`config.mk`:
```
export PLATFORM = sky130hd
export DESIGN_NAME = mme_cell
export DESIGN_NICKNAME = d
export VERILOG_FILES = /design/src/matrix_multiply_engine_assert.svh /design/src/mme_pkg.sv /design/src/mme_cell.sv
export SDC_FILE = /design/constraint.sdc
export NUM_CORES = 2
export LEC_CHECK = 0
export ABC_CLOCK_PERIOD_IN_PS = 11600
export BUFFER_PORTS_ARGS = -buffer_cell sky130_fd_sc_hd__buf_2
export CAP_MARGIN = 40
export CORE_MARGIN = 5
export CORE_UTILIZATION = 38
export CTS_CLUSTER_SIZE = 16
export DETAILED_ROUTE_END_ITERATION = 8
export PLACE_DENSITY = 0.5
export SETUP_SLACK_MARGIN = 0.4
export SLEW_MARGIN = 40
export SYNTH_ARGS = -nofsm -noshare
export SYNTH_HDL_FRONTEND = slang
export SYNTH_SLANG_ARGS = --single-unit
```
`constraint.sdc`:
```
create_clock -name clk -period 11.6 [get_ports clk]
set_input_delay 1.16 -clock clk [delete_from_list [all_inputs] [get_ports clk]]
set_output_delay 1.16 -clock clk [all_outputs]
set_load 0.1 [all_outputs]
```
`src/matrix_multiply_engine_assert.svh`:
```
// Assertion macros for the matrix multiply engine.
`ifndef MATRIX_MULTIPLY_ENGINE_ASSERT_SVH
`define MATRIX_MULTIPLY_ENGINE_ASSERT_SVH
`ifndef SYNTHESIS
`define MME_ASSERT_IMP(label, clk, rst_n, cond, prop) \
    label: assert property (@(posedge clk) disable iff (!rst_n) (cond) |-> (prop)) \
        else $error("assertion failed");
`define MME_ASSERT_NXT(label, clk, rst_n, cond, prop) \
    label: assert property (@(posedge clk) disable iff (!rst_n) (cond) |=> (prop)) \
        else $error("assertion failed");
`else
`define MME_ASSERT_IMP(label, clk, rst_n, cond, prop)
`define MME_ASSERT_NXT(label, clk, rst_n, cond, prop)
`endif
`endif

```
`src/mme_pkg.sv`:
```
// Shared types and constants of the matrix multiply engine.
package mme_pkg;

    localparam int ROWS_W  = 4;
    localparam int INNER_W = 5;
    localparam int COLS_W  = 4;
    localparam int CFG_W   = 5;
    localparam int CFG_IDX_W = 2;
    localparam int IDX_W   = 7;
    localparam int VAL_W   = 16;
    localparam int POS_W   = 3;
    localparam int K_W     = 6;
    localparam int PROD_W  = 32;

    localparam logic [CFG_IDX_W-1:0] CFG_ROWS  = 2'd0;
    localparam logic [CFG_IDX_W-1:0] CFG_INNER = 2'd1;
    localparam logic [CFG_IDX_W-1:0] CFG_COLS  = 2'd2;

    localparam logic [1:0] REQ_WR_INPUT  = 2'd0;
    localparam logic [1:0] REQ_WR_WEIGHT = 2'd1;
    localparam logic [1:0] REQ_COMPUTE   = 2'd2;

    localparam logic [ROWS_W-1:0]  ROWS_RST  = 4'd8;
    localparam logic [INNER_W-1:0] INNER_RST = 5'd16;
    localparam logic [COLS_W-1:0]  COLS_RST  = 4'd8;

    typedef enum logic [1:0] {
        ST_IDLE,
        ST_FEED,
        ST_WAIT,
        ST_DRAIN
    } state_t;

    // one step of the A stream passed down the cell chain
    typedef struct packed {
        logic                    valid;
        logic                    first;
        logic                    last;
        logic [K_W-1:0]          k;
        logic signed [VAL_W-1:0] a;
    } chain_t;

    typedef struct packed {
        logic                    we;
        logic [IDX_W-1:0]        addr;
        logic signed [VAL_W-1:0] data;
    } wwr_t;

endpackage

```
`src/mme_cell.sv`:
```
// One column cell: weight copy, multiply, accumulate, result shift stage.
module mme_cell #(
    parameter int COL     = 0,
    parameter int W_DEPTH = 128,
    parameter int W_AW    = 7,
    parameter int ACC_W   = 37
) (
    input  logic                              clk,
    input  logic                              rst_n,
    input  logic [mme_pkg::COLS_W-1:0]        n_dim,
    input  mme_pkg::wwr_t                     wwr,
    input  mme_pkg::chain_t                   chain_in,
    output mme_pkg::chain_t                   chain_out,
    input  logic                              shift,
    input  logic signed [mme_pkg::VAL_W-1:0]  shift_in,
    output logic signed [mme_pkg::VAL_W-1:0]  res,
    output logic                              done
);
    localparam int ADDR_FULL_W = mme_pkg::K_W + mme_pkg::COLS_W;
    localparam logic signed [ACC_W-1:0] SAT_HI = ACC_W'(32767);
    localparam logic signed [ACC_W-1:0] SAT_LO = -(ACC_W'(32768));

    logic signed [mme_pkg::VAL_W-1:0] wmem [W_DEPTH];

    mme_pkg::chain_t                  s0_reg;
    logic                             v1_reg, f1_reg, l1_reg;
    logic signed [mme_pkg::VAL_W-1:0] a1_reg, w1_reg;
    logic                             v2_reg, f2_reg, l2_reg;
    logic signed [mme_pkg::PROD_W-1:0] prod_reg;
    logic signed [ACC_W-1:0]          acc_reg, acc_next, sh;
    logic signed [mme_pkg::VAL_W-1:0] res_reg;
    logic                             done_reg;
    logic [ADDR_FULL_W-1:0]           rd_full;

    assign chain_out = s0_reg;
    assign res  = res_reg;
    assign done = done_reg;

    // column n of row k sits at k*N + n
    assign rd_full = ADDR_FULL_W'(s0_reg.k) * ADDR_FULL_W'(n_dim) + ADDR_FULL_W'(COL);

    always_ff @(posedge clk)
    begin
        if (wwr.we)
        begin
            wmem[W_AW'(wwr.addr)] <= wwr.data;
        end
        w1_reg <= wmem[W_AW'(rd_full)];
    end

    always_comb
    begin
        acc_next = f2_reg ? {{(ACC_W-mme_pkg::PROD_W){prod_reg[mme_pkg::PROD_W-1]}}, prod_reg}
                          : acc_reg + {{(ACC_W-mme_pkg::PROD_W){prod_reg[mme_pkg::PROD_W-1]}},
                                       prod_reg};
        sh = acc_next >>> 8;
    end

    always_ff @(posedge clk or negedge rst_n)
    begin
        if (!rst_n)
        begin
            s0_reg   <= '0;
            v1_reg   <= 1'b0;
            v2_reg   <= 1'b0;
            done_reg <= 1'b0;
        end
        else
        begin
            s0_reg   <= chain_in;
            v1_reg   <= s0_reg.valid;
            v2_reg   <= v1_reg;
            done_reg <= v2_reg && l2_reg;
        end
    end

    always_ff @(posedge clk)
    begin
        a1_reg   <= s0_reg.a;
        f1_reg   <= s0_reg.first;
        l1_reg   <= s0_reg.last;
        prod_reg <= a1_reg * w1_reg;
        f2_reg   <= f1_reg;
        l2_reg   <= l1_reg;
        if (v2_reg)
        begin
            acc_reg <= acc_next;
        end
        if (v2_reg && l2_reg)
        begin
            if (sh > SAT_HI)
                res_reg <= 16'sh7fff;
            else if (sh < SAT_LO)
                res_reg <= 16'sh8000;
            else
                res_reg <= sh[mme_pkg::VAL_W-1:0];
        end
        else if (shift)
        begin
            res_reg <= shift_in;
        end
    end
endmodule

```
==> results.toml <==
[outcome]
status = "completed"

[logic_synthesis]
syn_nets = 5266
netlist.top_cell.by_area = "edfxtp_1"
ys_top_cells_by_count = "2101 x edfxtp_1, 667 x mux4_2, 295 x inv_1, 270 x fa_1, 205 x nand2_1"
synth_edf_count = 2101
syn-cell-area_sq_um = 95000
synth_top_area_share = 0.664
ys_seq_area_frac = 0.686
synth-seq-cells = 2197
yosysMostFrequentCell = "edfxtp_1"
ys.flop_type = "edfxtp_1"
async_flop_share = 0.0127
synth_cell_types = 75
syn_avg_cell_area_sq_um = 19.8
synthTopCellsByArea = "edfxtp_1 66%, mux4_2 16%, fa_1 5.7%, ha_1 1.6%, dfxtp_1 1.4%"
yosysWarnings = 0
synth_cells = 4799

[grt]
antenna_found_initial = 32
grt_max_degree = 101
gr-total-overflow = 0
grt_pass1_vias = 48400
grt_pass1_wl_um = 351000
grt_usage = 0.187

[placement]
hpwl_um = 150000
io_buffers = 113
routabilityCongestion = 0.802
placed_cell_area_sq_um = 101000

[detailed_routing]
viasPerCell = 5.34
wire_per_inst_um = 28.1
wirelength_um = 243000
vias = 46200
drtIter0Drc = 4272
antenna_left = 0
drtPass1Iterations = 5
drc = 0

[floorplan]
die_area_sq_um = 260000
io_pins = 114
rows = 183
start_util = 0.382
die_w_um = 510
die_h_um = 510
coreArea_sq_um = 249000

[layout]
post-route-util = 0.436
synthToLayoutAreaGrowth_pct = 14.1
finalNetCount = 5577
largest_reg_flops = 2048
drive_above_1_share = 0.266
fin_area_sq_um = 108000

[timing]
hold_viol = 0
period_needed_ps = 6920
slew_viol_final = 0
worst_pin_slew_ps = 862
fin_crit_sh = 0.597
fin_hold_ws_ps = 327
rsz0062_at_grt = "no"
setup_violations = 0
fin_setup_tns_ps = 0
relSlewSlack = 0.425
skew_ps = 82.5
max_freq_mhz = 144

[setup_path]
critPathBufInv = 3
critPathRequiredTime_ps = 12380
arrival_ps = 7700
end_kind = "flop"
slowest_stage = "dfxtp_1"
path_cells = "nand2_1 -> fa_1 -> fa_1 -> fa_1 -> inv_1 -> fa_1 -> fa_1 -> inv_1 -> fa_1 -> inv_1 -> ha_1 -> a21o_1 -> a21o_1 -> a21oi_1 -> nand2_1 -> o211ai_1 -> a221oi_1 -> o41ai_1 -> o2111ai_1 -> a31o_2 -> a21oi_1 -> xnor2_1"
cp-start-kind = "flop"
crit_fanout = 16
timing.rr.end = "prod_reg[30]"
worstSetupPathType = "reg -> reg"
r2r_cells = 22
crit_top_cell = "fa_1"
r2r_start = "a1_reg[10]"
crit_path_max_incr_delay_ps = 780
crit_family = "adder cells"
r2r_slack_ps = 4680

[clocking]
cts_tree = "built"
clock_latency_ps = 890
numCtsBuffers = 230
post_cts_buffers = 0
cts_hold_buf = 0
post_cts_resized = 0
htreeDepth = 4
root_buffer = "clkbuf_16"
cts.clk_slew.worst_paths_ps = 60
clock-sinks = 2197
ctsLongestPathBuffers = 3

[worst_hold_path]
hold_class = "in -> async"

[run]
cap_violations = 0
==> layout by cell type (no fill, tap or decap), drive strengths merged, types with 4 or more instances in the layout <==
master | Yosys | layout
edfxtp | 2101 | 2101
mux4 | 667 | 667
buf | 64 | 299
inv | 295 | 298
clkbuf | 156 | 281
fa | 270 | 270
nand2 | 205 | 205
nor2 | 200 | 200
and2 | 147 | 147
ha | 125 | 125
clkinv | 1 | 123
o21ai | 77 | 77
dfxtp | 68 | 68
a21oi | 57 | 57
xnor2 | 49 | 49
nand3 | 33 | 33
a21o | 30 | 30
dfrtp | 28 | 28
nor3 | 26 | 26
xor2 | 25 | 25
bufinv | 0 | 22
mux2 | 19 | 19
diode | 0 | 15
nor2b | 15 | 15
o22ai | 15 | 15
nand2b | 12 | 12
nand4 | 12 | 12
a31oi | 9 | 9
and3 | 8 | 8
o21bai | 8 | 8
a211oi | 8 | 8
o21a | 7 | 7
o211ai | 6 | 6
mux2i | 6 | 6
or2 | 4 | 4
clkinvlp | 0 | 4
o31ai | 4 | 4
==> worst reg2reg max path, delay by kind of cell, from the launching register on <==
family | cells | cell delay (ps)
buf+inv | 3 | 150
compound gates | 9 | 2220
simple gates | 2 | 270
xor+xnor | 1 | 130
fa+ha+maj | 7 | 3340
flops | 1 | 780
==> per-layer routing <==
metal | routed length (um) | track usage | up-vias
li1 | - | - | 19600
met1 | 106000 | 0.264 | 25100
met2 | 120000 | 0.308 | 1198
met3 | 12600 | 0.0294 | 308
met4 | 4600 | 0.0392 | 2
met5 | 9 | 0 | -
==> per-stage QoR <==
stage	worst slack (ps)	instances
floorplan	5330	4799
global placement	4650	8206
detailed placement	4540	8207
CTS	4550	8639
global route	4230	8646
finish	4680	8655
==> worst max path at each step <==
stage / start / endpoint / slack [ps] / cells past startpoint
floorplan: w1_reg[1] / prod_reg[30] / 5330 / 23
global placement: a1_reg[8] / prod_reg[30] / 4650 / 23
detailed placement: a1_reg[8] / prod_reg[30] / 4540 / 23
CTS: a1_reg[8] / prod_reg[30] / 4550 / 23
global route: a1_reg[7] / prod_reg[31] / 4230 / 23
finish: a1_reg[10] / prod_reg[30] / 4680 / 22
==> cells by family after synthesis <==
group                      after synthesis  share of synthesized area
xor gates and xnor gates                74                    0.00690
AOI/OAI and AO/OA                      249                     0.0183
and+or+nand+nor                        676                     0.0335
adders and majority gates              395                     0.0734
buffers and inverters                  516                     0.0208
DFF                                   2197                      0.686
muxes                                  692                      0.161
==> final cells by class <==
class	count	area [sq um]
diodes	15	37.5
clock buffers	281	6010
clock inverters	151	1560
fillers	21700	140000
inverters	296	1110
multi-input cells	2086	28100
flip-flops and latches	2197	65200
well taps	3330	4170
repair buffers	299	2190
Power is left out: the tool's default activity adds up to more than one toggle a clock period on the data nets, which glitch-free logic cannot reach.
